### src/rtl/set_assoc_cache_lru_prefetch_unit_macros.svh
// Assertion macros for the cache unit.
`ifndef SET_ASSOC_CACHE_LRU_PREFETCH_UNIT_MACROS_SVH
`define SET_ASSOC_CACHE_LRU_PREFETCH_UNIT_MACROS_SVH
// Implication checked on every clock edge outside reset.
`define SACP_ASSERT_IMPL(label, clk, rst, lhs, rhs, msg) \
  label: assert property (@(posedge clk) disable iff (rst) (lhs) |-> (rhs)) else $error(msg);
// Implication whose consequent is checked in the next cycle.
`define SACP_ASSERT_NEXT(label, clk, rst, lhs, rhs, msg) \
  label: assert property (@(posedge clk) disable iff (rst) (lhs) |=> (rhs)) else $error(msg);
`endif

### src/rtl/sacp_pkg.sv
// Shared constants, types and helpers of the cache unit.
`default_nettype none
package sacp_pkg;
  // Geometry of the line store; both must be powers of two.
  localparam int unsigned Lines              = 16;
  localparam int unsigned BlockWords         = 4;
  localparam int unsigned AddrWidthDefault   = 16;
  localparam int unsigned MaxPrefetchDefault = 8;
  localparam int unsigned WaysLog2Width      = 3;
  localparam int unsigned DepthWidth         = 4;
  localparam int unsigned CfgIndexWidth      = 1;
  localparam int unsigned CfgDataWidth       = 4;
  localparam int unsigned CountWidth         = 32;
  localparam int unsigned FieldWidth         = 16;

  localparam logic [CfgIndexWidth-1:0] CfgWaysLog2      = 1'b0;
  localparam logic [CfgIndexWidth-1:0] CfgPrefetchDepth = 1'b1;

  // One request item: the word address to read.
  typedef struct packed {
    logic [FieldWidth-1:0] address;
  } sacp_req_t;

  // One result item: hit flag, the word and the two running totals.
  typedef struct packed {
    logic                  hit;
    logic [FieldWidth-1:0] word;
    logic [CountWidth-1:0] hit_count;
    logic [CountWidth-1:0] miss_count;
  } sacp_rsp_t;

  // Commands from the controller to the datapath.
  typedef struct packed {
    logic start;     // latch address, bump tick
    logic look;      // search the demand set, decide and write the line
    logic respond;   // load the result register
    logic probe;     // probe one prefetch block and fill if a way is free
  } sacp_cmd_t;

  typedef struct packed {
    logic probes_done;
  } sacp_status_t;
endpackage
`default_nettype wire

### src/rtl/sacp_ctrl.sv
// Controller state machine sequencing lookup, response and prefetch probes.
`default_nettype none
module sacp_ctrl (
  input  wire logic                  clk,
  input  wire logic                  rst,
  input  wire logic                  in_valid,
  output logic                       in_ready,
  output logic                       out_valid,
  input  wire logic                  out_ready,
  input  wire sacp_pkg::sacp_status_t status,
  output sacp_pkg::sacp_cmd_t        cmd
);
  import sacp_pkg::*;

  typedef enum logic [3:0] {
    S_IDLE  = 4'b0001,
    S_LOOK  = 4'b0010,
    S_PROBE = 4'b0100,
    S_WAIT  = 4'b1000
  } state_t;

  state_t state, state_next;
  logic   out_pending, out_pending_next;

  // The result register empties while probing continues.
  assign out_valid = out_pending;
  assign in_ready  = (state == S_IDLE) && !out_pending;

  always_comb begin
    state_next       = state;
    out_pending_next = out_pending;
    cmd              = '0;
    if (out_pending && out_ready) out_pending_next = 1'b0;
    unique case (state)
      S_IDLE: begin
        if (in_valid && in_ready) begin
          cmd.start  = 1'b1;
          state_next = S_LOOK;
        end
      end
      S_LOOK: begin
        cmd.look         = 1'b1;
        cmd.respond      = 1'b1;
        out_pending_next = 1'b1;
        state_next       = S_PROBE;
      end
      S_PROBE: begin
        if (status.probes_done) state_next = S_WAIT;
        else cmd.probe = 1'b1;
      end
      S_WAIT: begin
        state_next = S_IDLE;
      end
      default: state_next = S_IDLE;
    endcase
  end

  always_ff @(posedge clk) begin
    if (rst) begin
      state       <= S_IDLE;
      out_pending <= 1'b0;
    end else begin
      state       <= state_next;
      out_pending <= out_pending_next;
    end
  end
endmodule
`default_nettype wire

### config.mk
export PLATFORM = sky130hd
export DESIGN_NAME = sacp_ctrl
export DESIGN_NICKNAME = d
export VERILOG_FILES = /design/src/rtl/set_assoc_cache_lru_prefetch_unit_macros.svh /design/src/rtl/sacp_pkg.sv /design/src/rtl/sacp_ctrl.sv
export SDC_FILE = /design/constraint.sdc
export NUM_CORES = 1
export LEC_CHECK = 0
export BUFFER_PORTS_ARGS = -buffer_cell sky130_fd_sc_hd__buf_4
export CAP_MARGIN = 40
export CORE_AREA = 2 2 39 41
export CTS_CLUSTER_DIAMETER = 50
export DETAILED_ROUTE_END_ITERATION = 8
export DIE_AREA = 0 0 41 43
export PLACE_DENSITY = 0.39
export SETUP_SLACK_MARGIN = 0.05
export SYNTH_ARGS = -nofsm -noshare
export SYNTH_HDL_FRONTEND = slang
export SYNTH_SLANG_ARGS = --single-unit
### constraint.sdc
create_clock -name clk -period 2.7 [get_ports clk]
set_clock_uncertainty 0.15 [all_clocks]
set_input_delay 0.405 -clock clk [delete_from_list [all_inputs] [get_ports clk]]
set_output_delay 0.405 -clock clk [all_outputs]
set_load 0.01 [all_outputs]
Yosys cells after proc, flatten, opt, wreduce, memory -nomap -nowiden
Index checks and enable logic that the tools add are counted.
W data, S select, Z words.

storage, ports and cells
  output and inout bits = 6
  word-level logic and storage cells = 23
  bits in registers = 5
  bits of input ports = 5

operators by class
  equality and inequality tests = 5
  reduce and logical (&&, ||, !) cells = 6
  muxes and demuxes = 10

operators by type and width
  kind                  count
  $pmux W4 S3           1
  $mux W4               2
  $mux W1               6
  $eq A4 B1 Y1 const B  1
  $eq A4 B2 Y1 const B  1
  $eq A4 B3 Y1 const B  1
  $logic_and A1 B1 Y1   3
  $mux W2               1
  $ne A2 B1 Y1 const B  1
  $ne A2 B2 Y1 const B  1
  $reduce_and A2 Y1     1
  $reduce_bool A2 Y1    1
  $logic_not A1 Y1      1

Longest topological paths before layout
  depth after elaboration = 5
  mapped depth = 3
  mapped depth without buffers = 3

Worst setup path before layout
OpenSTA, ideal clock, no wires.

  path type = register to output
  from = reg state[1]
  to = out cmd[3] (netlist name)
  stages on the path, launching flop included = 3
  slack = 1077 ps
  buffers on the path = 0
  data required time = 2145 ps
  arrival = 1068 ps
  cell sequence = dfxtp_1 -> or4b_4 -> nor2_1

RTL lines
  element                 RTL line         text
  start, declared         sacp_ctrl.sv:22  state_t state, state_next;
  start signal, assigned  sacp_ctrl.sv:63  state <= state_next;
  end, declared           sacp_ctrl.sv:11  output sacp_pkg::sacp_cmd_t cmd

==> summary.md <==
| Metric | Value |
|---|---|
| Starting DRT DRC Count | `2` |
| Hold-fix buffers, CTS | `0` |
| WHS Path Cells | `2` |
| Post-synth top area share | `41.2%` |
| Worst setup path startpoint | `state[1]` |
| Non-Filler Instances | `54` |
| Post_cts resized | `0` |
| Post-DP HPWL | `~420 um` |
| CTS Buf Count | `3` |
| Layout cell share with drive strength beyond 1 | `a little over two fifths` |
| WS Path Type | `reg -> out` |
| # Post-CTS Setup Buffers | `0` |
| Vias per cell | `roughly 4.2` |
| Largest fanout on the critical path | `5` |
| CP required | `roughly 2.1 ns` |
| Clk root buf | `clkbuf_4` |
| Largest net degree at the start of global routing | `6` |
| DRC Markers | `0` |
| Commonest non-fill, non-tap cell in the layout | `buf_4` |
| Worst reg-to-reg path cell count | `3` |
| Setup TNS | `0 ns` |
| Cell area power density | `561 nW/um2` |
| Initial core utilization | `roughly 18%` |
| VDD IR max | `around 140 uV` |
| Crit. End Element | `output port` |
| CTS clk-pin slew, worst paths | `~0.040 ns` |
| Worst-Margin Slew | `between 0.4 and 0.5 ns` |
| Filler cell count in the final layout | `163` |
| Cell taking the most area after synthesis | `dfxtp_1` |
| Clock buffer depth | `2` |
| Max-slew headroom | `72.9%` |
| GRT Total Usage | `between 7 and 8%` |
| Die Wd | `41 um` |
| Final setup vio count | `0` |
| Die ar. | `1760 um2` |
| Leakage | `0.154 nW` |
| Register area share after synthesis | `41.2%` |
| Synth cell types | `16` |
| Rows | `14` |
| RSZ-0062 raised after global routing | `no` |
| CTS tree | `built` |
| Outcome | `finished, final reports clean` |
| Syn. warnings | `0` |
| Max Slew Vio Count | `0` |
| Most frequent cells in the layout | `buf_4 (10), dfxtp_1 (5), nor2_1 (4)` |
| GPL Wtd Cong | `0.716` |
| Post-layout nets | `44` |
| Grt ovf | `0` |
| Routed vias | `between 200 and 250` |
| Wirelength per Cell | `approximately 9.6 um` |
| Post-DRT Antenna Nets | `0` |
| Worst Hold Class | `in -> reg` |
| WL final | `between 500 and 600 um` |
| Clock period minus worst slack | `1.95 ns` |
| Layout Area Growth over Synthesis | `43.8%` |
| Syn_nets | `31` |
| Initial antenna violation count | `0` |
| R2r startpoint | `state[1]` |
| Hold Path Origin | `rst` |
| Hold Violations, Final | `0` |
| Synth Register Bits | `5` |
| H-Tree Depth | `1` |
| Startpoint types | `flop` |
| DRT Pass-1 Iters | `4` |
| Vias in the first global route | `198` |
| Syn_area_per_cell | `just over 9 um2` |
| Max Clk Rate | `0.512 GHz` |
| CTS Sinks | `5` |
| Clk_lat worst skew | `0.24 ns` |
| Core ar. | `between 1000 and 1500 um2` |
| Period utilization | `just over 70%` |
| Number of I/O pins | `11` |
| Die height | `~43 um` |
| Final core utilization | `roughly a quarter` |
| Max Cap Viol | `0` |
| First-pass GRT wire length | `around 800 um` |
| Critical Path AT | `roughly 1.4 ns` |
| Ant diodes | `0` |
| Cells after synthesis | `26` |
| Ranking of synthesized cells by area | `dfxtp_1 (41%), nor4b_1 (7.2%), buf_4 (6.2%)` |
| Synthesized area | `243 um2` |
| Buffers added on ports | `10` |
| Placed cell count | `50` |
==> final cells by class <==
type	count	area, um2	share of cell area, %
Clock buffer	4	26.3	7.53
Inverter	1	3.75	1.08
Multi-Input combinational cell	18	124	35.5
Sequential cell	5	100	28.7
Tap cell	16	20.0	5.73
Timing Repair Buffer	10	75.1	21.5
==> per-layer routing <==
layer / up-vias / routed length, um / global-route usage (%)
met5: - / 0 / 0
met4: 0 / 0 / 4.00
met3: 0 / 49 / 6.28
met2: 7 / 237 / 9.38
met1: 103 / 232 / 7.03
li1: 115 / - / -
==> sequential cells by signal, indices dropped and copies added (netlist names) <==
name	flops
state	4
out_valid	1
==> per-stage QoR <==
step / total power, mW / hold slack [ns] / cell area, um2 / setup WS (ns)
floorplan: 0.0989 / 0.327 / 243 / 1.08
global placement: 0.112 / 0.374 / 323 / 1.01
global route: 0.210 / 0.197 / 349 / 0.673
detailed placement: 0.113 / 0.395 / 323 / 1.00
CTS: 0.202 / 0.201 / 349 / 0.732
finish: 0.196 / 0.209 / 349 / 0.746
==> worst paths after layout <==
check	to	slack, ns
setup / recovery	cmd[3]	0.75
hold / removal	out_valid	0.21
setup reg to reg	state[0]	1.28
hold reg to reg	out_valid	0.39
==> cell families after synthesis <==
logic type             after synthesis  share of synthesized area, %
flip-flops                           5                          41.2
AO/OA/AOI/OAI                        4                          9.80
XOR/XNOR                             1                          3.61
buffers and inverters                3                          7.73
AND/OR/NAND/NOR                     13                          37.6
==> report_power, final <==
group,switching (mW),total [mW],internal (mW)
clock,0.0291,0.0849,0.0558
combinational,0.0123,0.0305,0.0182
sequential,0.00365,0.0805,0.0769
==> worst max-delay path, cell delays in order, from the launching register on <==
cell and delay [ns]:
dfxtp_1 0.35, or4b_4 0.57, nor2_1 0.12, buf_4 0.12
==> cell usage after synthesis <==
cell     instances
nor3_1           1
xnor2_1          1
nor4b_1          2
dfxtp_1          5
and3_1           1
buf_4            2
nor2b_1          1
o22ai_1          1
o21a_1           1
nor2_1           4
a21oi_1          2
inv_1            1
or4b_4           1
or2b_2           1
nand2_1          1
nor4b_2          1
No activity file was read; power rests on OpenSTA's default activity.
