===== config.mk =====
export PLATFORM = sky130hd
export DESIGN_NAME = sacp_datapath
export DESIGN_NICKNAME = d
export VERILOG_FILES = /design/src/rtl/set_assoc_cache_lru_prefetch_unit_macros.svh /design/src/rtl/sacp_pkg.sv /design/src/rtl/sacp_datapath.sv
export SDC_FILE = /design/constraint.sdc
export NUM_CORES = 2
export LEC_CHECK = 0
export ABC_AREA = 1
export BUFFER_PORTS_ARGS = -buffer_cell sky130_fd_sc_hd__buf_2
export CAP_MARGIN = 20
export CORE_ASPECT_RATIO = 0.75
export CORE_UTILIZATION = 45
export CTS_CLUSTER_SIZE = 14
export DETAILED_ROUTE_END_ITERATION = 8
export HOLD_SLACK_MARGIN = 0.03
export REMOVE_ABC_BUFFERS = 1
export SYNTH_ARGS = -nofsm -noshare
export SYNTH_HDL_FRONTEND = slang
export SYNTH_SLANG_ARGS = --single-unit
export TNS_END_PERCENT = 100

===== constraint.sdc =====
create_clock -name clk -period 11.2 [get_ports clk]
set_clock_uncertainty 0.15 [all_clocks]
set_input_delay 2.24 -clock clk [delete_from_list [all_inputs] [get_ports clk]]
set_output_delay 2.24 -clock clk [all_outputs]
set_load 0.005 [all_outputs]

===== src/rtl/set_assoc_cache_lru_prefetch_unit_macros.svh =====
// Assertion macros for the cache unit.
`ifndef SET_ASSOC_CACHE_LRU_PREFETCH_UNIT_MACROS_SVH
`define SET_ASSOC_CACHE_LRU_PREFETCH_UNIT_MACROS_SVH
// Implication checked on every clock edge outside reset.
`define SACP_ASSERT_IMPL(label, clk, rst, lhs, rhs, msg) \
  label: assert property (@(posedge clk) disable iff (rst) (lhs) |-> (rhs)) else $error(msg);
// Implication whose consequent is checked in the next cycle.
`define SACP_ASSERT_NEXT(label, clk, rst, lhs, rhs, msg) \
  label: assert property (@(posedge clk) disable iff (rst) (lhs) |=> (rhs)) else $error(msg);
`endif


===== src/rtl/sacp_pkg.sv =====
// Shared constants, types and helpers of the cache unit.
`default_nettype none
package sacp_pkg;
  // Geometry of the line store; both must be powers of two.
  localparam int unsigned Lines              = 16;
  localparam int unsigned BlockWords         = 4;
  localparam int unsigned AddrWidthDefault   = 16;
  localparam int unsigned MaxPrefetchDefault = 8;
  localparam int unsigned WaysLog2Width      = 3;
  localparam int unsigned DepthWidth         = 4;
  localparam int unsigned CfgIndexWidth      = 1;
  localparam int unsigned CfgDataWidth       = 4;
  localparam int unsigned CountWidth         = 32;
  localparam int unsigned FieldWidth         = 16;

  localparam logic [CfgIndexWidth-1:0] CfgWaysLog2      = 1'b0;
  localparam logic [CfgIndexWidth-1:0] CfgPrefetchDepth = 1'b1;

  // One request item: the word address to read.
  typedef struct packed {
    logic [FieldWidth-1:0] address;
  } sacp_req_t;

  // One result item: hit flag, the word and the two running totals.
  typedef struct packed {
    logic                  hit;
    logic [FieldWidth-1:0] word;
    logic [CountWidth-1:0] hit_count;
    logic [CountWidth-1:0] miss_count;
  } sacp_rsp_t;

  // Commands from the controller to the datapath.
  typedef struct packed {
    logic start;     // latch address, bump tick
    logic look;      // search the demand set, decide and write the line
    logic respond;   // load the result register
    logic probe;     // probe one prefetch block and fill if a way is free
  } sacp_cmd_t;

  typedef struct packed {
    logic probes_done;
  } sacp_status_t;
endpackage
`default_nettype wire


===== src/rtl/sacp_datapath.sv =====
// Tag and timestamp stores with lookup, victim choice and prefetch.
`default_nettype none
module sacp_datapath #(
  parameter int unsigned ADDR_WIDTH   = sacp_pkg::AddrWidthDefault,
  parameter int unsigned MAX_PREFETCH = sacp_pkg::MaxPrefetchDefault
) (
  input  wire logic                                clk,
  input  wire logic                                rst,
  input  wire sacp_pkg::sacp_cmd_t                 cmd,
  output sacp_pkg::sacp_status_t                   status,
  input  wire logic [sacp_pkg::WaysLog2Width-1:0]  ways_log2,
  input  wire logic [sacp_pkg::DepthWidth-1:0]     prefetch_depth,
  input  wire logic [ADDR_WIDTH-1:0]               address,
  output logic                                     hit,
  output logic [sacp_pkg::FieldWidth-1:0]          word,
  output logic [sacp_pkg::CountWidth-1:0]          hit_count,
  output logic [sacp_pkg::CountWidth-1:0]          miss_count
);
  import sacp_pkg::*;

  localparam int unsigned LineW = $clog2(Lines);
  localparam int unsigned OffB  = $clog2(BlockWords);
  localparam int unsigned KMax  = $clog2(Lines + 1) - 1; // largest k with 2^k <= Lines
  localparam int unsigned BlkW  = ADDR_WIDTH - OffB;
  localparam int unsigned PfW   = $clog2(MAX_PREFETCH + 1);

  logic [BlkW-1:0]       tags [Lines];
  logic [Lines-1:0]      valid;
  logic [CountWidth-1:0] last_use [Lines];

  logic [CountWidth-1:0] tick;
  logic [ADDR_WIDTH-1:0] addr_q;
  logic [BlkW-1:0]       pf_blk;
  logic [PfW-1:0]        pf_count;

  // Effective associativity and depth.
  logic [WaysLog2Width-1:0] k_eff;
  logic [PfW-1:0]           depth_eff;
  assign k_eff = (32'(ways_log2) > KMax) ? WaysLog2Width'(KMax) : ways_log2;
  assign depth_eff = (32'(prefetch_depth) > MAX_PREFETCH) ?
                     PfW'(MAX_PREFETCH) : PfW'(prefetch_depth);
  assign status.probes_done = (pf_count >= depth_eff);

  // Block under examination: demand block in LOOK, prefetch block in PROBE.
  logic [BlkW-1:0]  cur_blk;
  logic [LineW-1:0] set_mask, way_mask;
  logic [LineW-1:0] set_base;
  logic [BlkW-1:0]  cur_tag;
  assign cur_blk  = cmd.probe ? pf_blk : addr_q[ADDR_WIDTH-1:OffB];
  assign way_mask = LineW'((32'd1 << k_eff) - 32'd1);
  assign set_mask = LineW'((Lines >> k_eff) - 32'd1);
  assign set_base = LineW'((cur_blk[LineW-1:0] & set_mask) << k_eff);
  // The tag is the block number above the set index bits, log2 of the set count.
  assign cur_tag  = BlkW'(cur_blk >> (LineW - 32'(k_eff)));

  // Per-line match within the selected set; lines are independent lanes.
  logic [Lines-1:0] in_set, match, free;
  always_comb begin
    for (int l = 0; l < Lines; l++) begin
      in_set[l] = ((LineW'(l) & ~way_mask) == set_base);
      match[l]  = in_set[l] && valid[l] && (tags[l] == cur_tag);
      free[l]   = in_set[l] && !valid[l];
    end
  end

  logic             any_match, any_free;
  logic [LineW-1:0] match_line, free_line, lru_line;
  assign any_match = |match;
  assign any_free  = |free;

  // Oldest timestamp in the set found by a tree of pairwise compares; the
  // lower half wins unless the upper one is strictly older, so the lowest
  // line wins a tie.
  logic [LineW-1:0]      lru_node_line  [2*Lines];
  logic [CountWidth-1:0] lru_node_stamp [2*Lines];
  logic                  lru_node_ok    [2*Lines];

  always_comb begin
    match_line = '0;
    free_line  = '0;
    for (int l = Lines - 1; l >= 0; l--) begin
      if (match[l]) match_line = LineW'(l);
      if (free[l]) free_line = LineW'(l);
    end
    lru_node_line[0]  = '0;
    lru_node_stamp[0] = '0;
    lru_node_ok[0]    = 1'b0;
    for (int l = 0; l < Lines; l++) begin
      lru_node_line[Lines + l]  = LineW'(l);
      lru_node_stamp[Lines + l] = last_use[l];
      lru_node_ok[Lines + l]    = in_set[l];
    end
    for (int n = Lines - 1; n >= 1; n--) begin
      if (lru_node_ok[2*n+1] &&
          (!lru_node_ok[2*n] || (lru_node_stamp[2*n+1] < lru_node_stamp[2*n]))) begin
        lru_node_line[n]  = lru_node_line[2*n+1];
        lru_node_stamp[n] = lru_node_stamp[2*n+1];
      end else begin
        lru_node_line[n]  = lru_node_line[2*n];
        lru_node_stamp[n] = lru_node_stamp[2*n];
      end
      lru_node_ok[n] = lru_node_ok[2*n] || lru_node_ok[2*n+1];
    end
    lru_line = lru_node_line[1];
  end

  logic [LineW-1:0] victim;
  assign victim = any_free ? free_line : lru_line;

  logic             do_fill;
  logic [LineW-1:0] fill_line;
  assign do_fill   = (cmd.look && !any_match) || (cmd.probe && !any_match && any_free);
  assign fill_line = cmd.look ? victim : free_line;

  // Control state.
  always_ff @(posedge clk) begin
    if (rst) begin
      valid      <= '0;
      tick       <= '0;
      hit_count  <= '0;
      miss_count <= '0;
      pf_count   <= '0;
    end else begin
      if (cmd.start) begin
        tick     <= tick + 1'b1;
        pf_count <= '0;
      end
      if (cmd.look) begin
        if (any_match) begin
          if (hit_count != '1) hit_count <= hit_count + 1'b1;
        end else if (miss_count != '1) begin
          miss_count <= miss_count + 1'b1;
        end
      end
      if (cmd.probe) pf_count <= pf_count + 1'b1;
      if (do_fill) valid[fill_line] <= 1'b1;
    end
  end

  // Payload stores.
  always_ff @(posedge clk) begin
    if (cmd.start) addr_q <= address;
    if (cmd.look) begin
      pf_blk <= addr_q[ADDR_WIDTH-1:OffB] + 1'b1;
      if (any_match) last_use[match_line] <= tick;
    end
    if (cmd.probe) pf_blk <= pf_blk + 1'b1;
    if (do_fill) begin
      tags[fill_line]     <= cur_tag;
      last_use[fill_line] <= tick;
    end
  end

  // A present or freshly filled block holds its own word addresses, so the
  // word read back is the demand address itself.
  always_ff @(posedge clk) begin
    if (cmd.respond) begin
      hit  <= any_match;
      word <= FieldWidth'(addr_q);
    end
  end
endmodule
`default_nettype wire


==> Yosys cells after proc, flatten, opt, wreduce, memory -nomap -nowiden <==
Memories as Yosys holds them, arrays and structs flattened.
Cells that the tools add are included.
{ "totals": {"ff_bits": 163, "mem_bits_rw": 736, "inputBits": 29, "out_inout_bits": 82, "word_cells": 298, "n_memories": 2} }
{ "mem_list": {"columns": ["name", "words", "width", "rd", "rd_ports_with_merged_regs", "wr", "line", "source"], "rows": [
  ["last_use", 16, 32, 16, 0, 1, "sacp_datapath.sv:29", "logic [CountWidth-1:0] last_use [Lines];"],
  ["tags", 16, 14, 16, 0, 1, "sacp_datapath.sv:27", "logic [BlkW-1:0] tags [Lines];"]
]} }
{ "op_classes": {"add_sub_neg": 9, "n_lt_le_gt_ge": 20, "eq_ne": 33, "n_shift": 4, "n_mux": 80, "n_bitwise": 4, "n_reduce_logical": 137} }
{ "ops": {"columns": ["cell", "count"], "rows": [
  ["32-bit < comparator", 15],
  ["32-bit 2-to-1 mux", 15],
  ["14-bit == test", 16],
  ["4-bit 2-to-1 mux", 45],
  ["32-bit by 1-bit adder with 32-bit output (second input constant)", 3],
  ["1-bit logical AND", 67],
  ["32-bit inequality test (second input constant)", 2],
  ["14-bit 2-to-1 mux", 3],
  ["4-bit == test", 8],
  ["1-bit logical NOT", 32],
  ["16-bit OR reduction", 2],
  ["32-bit OR reduction", 1],
  ["14-bit by 32-bit >> shifter with 14-bit output", 1],
  ["1-bit logical OR", 30],
  ["14-bit by 1-bit adder with 14-bit output (second input constant)", 2],
  ["3-bit by 4-bit == test with 1-bit output", 4],
  ["16-bit OR", 1],
  ["1-bit 2-to-1 mux", 15],
  ["2-bit by 4-bit == test with 1-bit output", 2],
  ["4-bit by 1-bit subtractor with 4-bit output (second input constant)", 2],
  ["3-bit AND reduction", 2],
  ["4-bit by 5-bit < comparator with 1-bit output (second input constant)", 1],
  ["5-bit by 3-bit >> shifter with 4-bit output (first input constant)", 1],
  ["4-bit by 1-bit adder with 4-bit output (second input constant)", 1],
  ["other kinds (15)", 16]
]} }

==> Logic depth before layout (Yosys ltp) <==
{ "depth": {"ltp_word": 31, "ltp_mapped": 73, "ltp_nobuf": 69} }

==> Least setup slack after synthesis <==
Ideal clock, no wire load.
{ "synth_path": {"path_kind": "input to register", "from": "in ways_log2[0] (netlist name)", "to": "mem last_use[14][0] (enable)", "setup_ps": 421, "arrival_time_ps": 10671, "t_required_ps": 10629, "setup_slack_ps": -42, "cell_stages": 57, "path_buffers": 3, "cell_sequence": "clkinv_2 nand2_4 nand2_1 ha_1 nor2_4 nand3_4 xor2_4 o21ai_4 nor2_4 nand2_4 clkbuf_1 nor2_1 a21oi_1 ha_1 a21oi_1 nor2_1 a211oi_1 nor2_1 [21 not listed] nand2_1 o21ai_0 ha_1 a21oi_1 nor2_1 a211oi_1 o221ai_1 a21oi_1 nand2_2 nand2_4 nand2_4 nand2_1 nand3_2 nand3_2 nand2_1 nor2_1 nand2_1 nor2_1"} }
{ "synth_between": {"elab_chain_cells": 27, "word_cells_on_any_way": 235, "cone_classes": "add/sub: 3; order compare: 8; eq/ne: 31; shift: 4; mux: 71; bitwise: 2; reduce/logical: 116"} }
{ "synth_lines": {"columns": ["element", "line", "source"], "rows": [
  ["start: declaration", "sacp_datapath.sv:11", "input wire logic [sacp_pkg::WaysLog2Width-1:0] ways_log2,"],
  ["3-bit > comparator", "sacp_datapath.sv:39", "assign k_eff = (32'(ways_log2) > KMax) ? WaysLog2Width'(KMax) : ways_log2;"],
  ["3-bit 2-to-1 mux (*)", "sacp_datapath.sv:39", null],
  ["branches (longest 25 deep; another with 32-bit < comparator)", null, null],
  ["end: declaration", "sacp_datapath.sv:29", null]
]} }
Every way passes the cells marked *.

==> Worst setup path in the final report <==
{ "layout_path": {"from": "in ways_log2[0] (netlist name)", "to": "mem last_use[14][11] (enable)"} }
The elaborated chain is that of the path after synthesis.

==> insert_results.sql <==
INSERT INTO impl_metrics (metric_group, metric, value, unit) VALUES
('status', 'status', 'finished, final reports clean', ''),
('routing', 'drt_iter0_drc', '4032', ''),
('worst_hold_path', 'hold_path.class', 'flip-flop to flip-flop', ''),
('power_and_ir_drop', 'p_per_area', '175.7', 'nW/um^2'),
('clock_tree', 'h-tree-depth', '3', ''),
('routing', 'viasPerCell', '5.394', ''),
('power_and_ir_drop', 'power.share.sequential', '0.360', ''),
('final_layout', 'fin_nets', '6593', ''),
('routing', 'dr.pass1.iters', '6', ''),
('final_layout', 'fin_cells', '7684', ''),
('die', 'core_box_area', '111700', 'um^2'),
('routing', 'route.final.wire_length', '156.1', 'mm'),
('power_and_ir_drop', 'cellLeakagePower', '26.08', 'nW'),
('critical_path', 'cp_data_required_time', '11450', 'ps'),
('power_and_ir_drop', 'power_report.internal_total', '7.277', 'mW'),
('critical_path', 'timing.critical_path.from_type', 'input pin', ''),
('critical_path', 'rr_worst_depth', '61', ''),
('critical_path', 'path_type_of_the_worst_setup_path', 'input pin to flip-flop', ''),
('critical_path', 'critPathTopFamily', 'simple AND/OR/NAND/NOR gates', ''),
('sta', 'setup-tns-final', '0', 'ps'),
('critical_path', 'count_of_buffer_and_inverter_cells_on_the_critical_path', '12', ''),
('final_layout', 'mostFrequentLayoutCell', 'sky130_fd_sc_hd__nand2_1', ''),
('global_route', 'grt_pass1_wl', '229.9', 'mm'),
('sta', 'report.final.slew_viol_count', '0', ''),
('power_and_ir_drop', 'max-vdd-ir-drop', '0.0001387', 'V'),
('synthesis', 'yosys_warnings', '0', ''),
('final_layout', 'most-common-layout-cells', 'sky130_fd_sc_hd__nand2_1 (1134), sky130_fd_sc_hd__edfxtp_1 (783), sky130_fd_sc_hd__inv_1 (572), sky130_fd_sc_hd__buf_4 (515), sky130_fd_sc_hd__ha_1 (465)', ''),
('clock_tree', 'cts_tree', 'built', ''),
('routing', 'wl_met3', '14.42', 'mm'),
('place', 'globalplace.congestion', '0.9802', ''),
('sta', 'layout_min_cycle_time', '10970', 'ps'),
('critical_path', 'setup.worst_path.end_class', 'flip-flop', ''),
('synthesis', 'average_footprint_of_a_synthesized_cell', '9.405', 'um^2'),
('final_layout', 'antenna_cells', '0', ''),
('sta', 'fmax', '91.16', 'MHz'),
('clock_tree', 'clock_pin_slew_on_the_worst_setup_and_hold_paths', '60', 'ps'),
('global_route', 'antenna_found_initial', '10', ''),
('power_and_ir_drop', 'clock_power_share', '0.301', ''),
('die', 'initial_core_util', '0.4549', ''),
('routing', 'drt.antenna.violating_nets', '0', ''),
('die', 'rows', '106', ''),
('synthesis', 'register_bit_total_from_synthesis', '899', ''),
('final_layout', 'area_overhead_of_the_layout_relative_to_synthesis', '22.87', '%'),
('place', 'post-place-ws', '-1528', 'ps'),
('synthesis', 'syn-cell-area', '50800', 'um^2'),
('sta', 'final-setup-viol-count', '0', ''),
('sta', 'maxSlewHeadroom', '0.2112', ''),
('place', 'dp_cells', '7466', ''),
('clock_tree', 'insertion_delay', '730', 'ps'),
('die', 'die-area', '114200', 'um^2'),
('global_route', 'grt_max_degree', '58', ''),
('global_route', 'vias_in_the_first_global_route', '38650', ''),
('worst_hold_path', 'worst_hold_path.num_cells', '0', ''),
('sta', 'hold_viol', '0', ''),
('final_layout', 'post_route_cells_drive_above_1_share', '0.1858', ''),
('place', 'numPortBuffers', '110', ''),
('routing', 'drt_drc_violations_left', '0', ''),
('final_layout', 'fill_count', '9836', ''),
('critical_path', 'critical_path_peak_fanout', '36', ''),
('routing', 'topRoutingLayerUsed', 'met5', ''),
('clock_tree', 'maximum_clock_path_buffer_count', '3', ''),
('die', 'fp.dieW', '390.0', 'um'),
('power_and_ir_drop', 'p_total', '10.97', 'mW'),
('die', 'ioPinCount', '111', ''),
('die', 'die_h', '293.0', 'um'),
('synthesis', 'synth.lib_cells_used.distinct', '59', ''),
('sta', 'post-route-period-util', '0.9795', ''),
('final_layout', 'multi_input_comb_area', '22780', 'um^2'),
('clock_tree', 'cts_root_buf', 'sky130_fd_sc_hd__clkbuf_16', ''),
('power_and_ir_drop', 'power.share.switching', '0.3365', ''),
('power_and_ir_drop', 'power_switching', '3.691', 'mW');
## per-stage QoR
stage,area [um^2],hold slack [ps]
3_3_place_gp,57940,251.1
3_5_place_dp,57940,268.8
5_1_grt,62410,276.1
2_1_floorplan,50220,250.3
4_1_cts,61270,273.0
6_report,62410,269.8
## area by class of cell
type                            count  area share
Clock buffer                      116     0.04049
Clock inverter                     63     0.01155
Inverter                          606     0.03673
Multi-Input combinational cell   3763      0.3650
Sequential cell                   899      0.4140
Tap cell                         1512     0.03031
Timing Repair Buffer              725      0.1019
## worst paths after layout
path / from / to / slack [ps]
worst max-delay path: ways_log2[0] / last_use[14][11] / 230
worst min-delay path: addr_q[0] / word[0] / 270
worst max register to register: last_use[5][19] / last_use[14][11] / 1000
worst min register to register: addr_q[0] / word[0] / 270
## power by group through the flow
stage,clock network [mW],registers [mW],logic [mW]
after floorplan,0,4.00,1.76
after global placement,0,4.01,3.33
after detailed placement,0,4.02,3.37
after CTS,3.34,3.95,3.42
after global routing,3.47,3.97,4.08
final,3.30,3.95,3.72
## cell families after synthesis
kind of cell / synth area share
AND/OR/NAND/NOR: 0.1884
AO/OA/AOI/OAI: 0.1007
buffers and inverters: 0.05623
XOR/XNOR: 0.02934
flip-flops: 0.5086
adder cells (fa/ha/maj): 0.1168
## repair_timing
item	CTS	global route
gates resized for setup	34	149
buffers inserted	0	22
hold buffers	0	0
endpoints found under the setup margin	752	752
pin swaps	1	59
gates cloned	0	16
## cells in the mapped netlist, types with 3 or more instances
cell type / n / share of area
sky130_fd_sc_hd__o211ai_1: 8 / 0.0012
sky130_fd_sc_hd__nand3_2: 8 / 0.0016
sky130_fd_sc_hd__dfxtp_1: 116 / 0.046
sky130_fd_sc_hd__nand2_2: 24 / 0.0030
sky130_fd_sc_hd__a21oi_1: 349 / 0.034
sky130_fd_sc_hd__a2111oi_0: 5 / 0.00086
sky130_fd_sc_hd__a31oi_1: 19 / 0.0023
sky130_fd_sc_hd__o21ai_2: 9 / 0.0016
sky130_fd_sc_hd__nand2_1: 1150 / 0.085
sky130_fd_sc_hd__or4_1: 7 / 0.0010
sky130_fd_sc_hd__o21a_1: 13 / 0.0019
sky130_fd_sc_hd__xor2_1: 88 / 0.015
sky130_fd_sc_hd__clkinv_1: 6 / 0.00044
sky130_fd_sc_hd__nand2_4: 15 / 0.0033
sky130_fd_sc_hd__or2_1: 7 / 0.00086
sky130_fd_sc_hd__inv_1: 575 / 0.042
sky130_fd_sc_hd__clkbuf_1: 104 / 0.0077
sky130_fd_sc_hd__nand3b_1: 21 / 0.0031
sky130_fd_sc_hd__o221a_2: 5 / 0.0011
sky130_fd_sc_hd__buf_4: 10 / 0.0015
sky130_fd_sc_hd__a211oi_1: 26 / 0.0038
sky130_fd_sc_hd__nand3_1: 145 / 0.014
sky130_fd_sc_hd__buf_2: 14 / 0.0014
sky130_fd_sc_hd__and3_1: 9 / 0.0011
sky130_fd_sc_hd__buf_1: 3 / 0.00022
sky130_fd_sc_hd__o221ai_1: 6 / 0.0010
sky130_fd_sc_hd__or2_2: 45 / 0.0055
sky130_fd_sc_hd__ha_1: 474 / 0.12
sky130_fd_sc_hd__o21ai_0: 482 / 0.047
sky130_fd_sc_hd__nor4_1: 76 / 0.0094
sky130_fd_sc_hd__edfxtp_1: 783 / 0.46
sky130_fd_sc_hd__nor2_2: 21 / 0.0026
sky130_fd_sc_hd__nor3_1: 101 / 0.010
sky130_fd_sc_hd__inv_2: 24 / 0.0018
sky130_fd_sc_hd__o2111ai_1: 4 / 0.00069
sky130_fd_sc_hd__nor2_4: 7 / 0.0016
sky130_fd_sc_hd__xnor2_1: 79 / 0.014
sky130_fd_sc_hd__or3_1: 3 / 0.00037
sky130_fd_sc_hd__buf_6: 3 / 0.00066
sky130_fd_sc_hd__o21ai_1: 21 / 0.0021
sky130_fd_sc_hd__nor3b_1: 12 / 0.0018
sky130_fd_sc_hd__nor2_1: 402 / 0.030
sky130_fd_sc_hd__nand4_1: 101 / 0.012
## layer usage
metal  vias to the layer above  GRT usage
met1                     19620     0.4029
met2                      1547     0.3912
met3                       191    0.04569
met4                         4    0.06255
li1                      20090          -
met5                         -          0
## state kept, by name (all words and copies together), names as in the netlist
register / flops
addr_q: 16
hit: 1
hit_count: 32
last_use: 512
miss_count: 32
pf_blk: 14
pf_count: 4
tags: 224
tick: 32
valid: 16
word: 16
(Power assumes the default switching activity.)
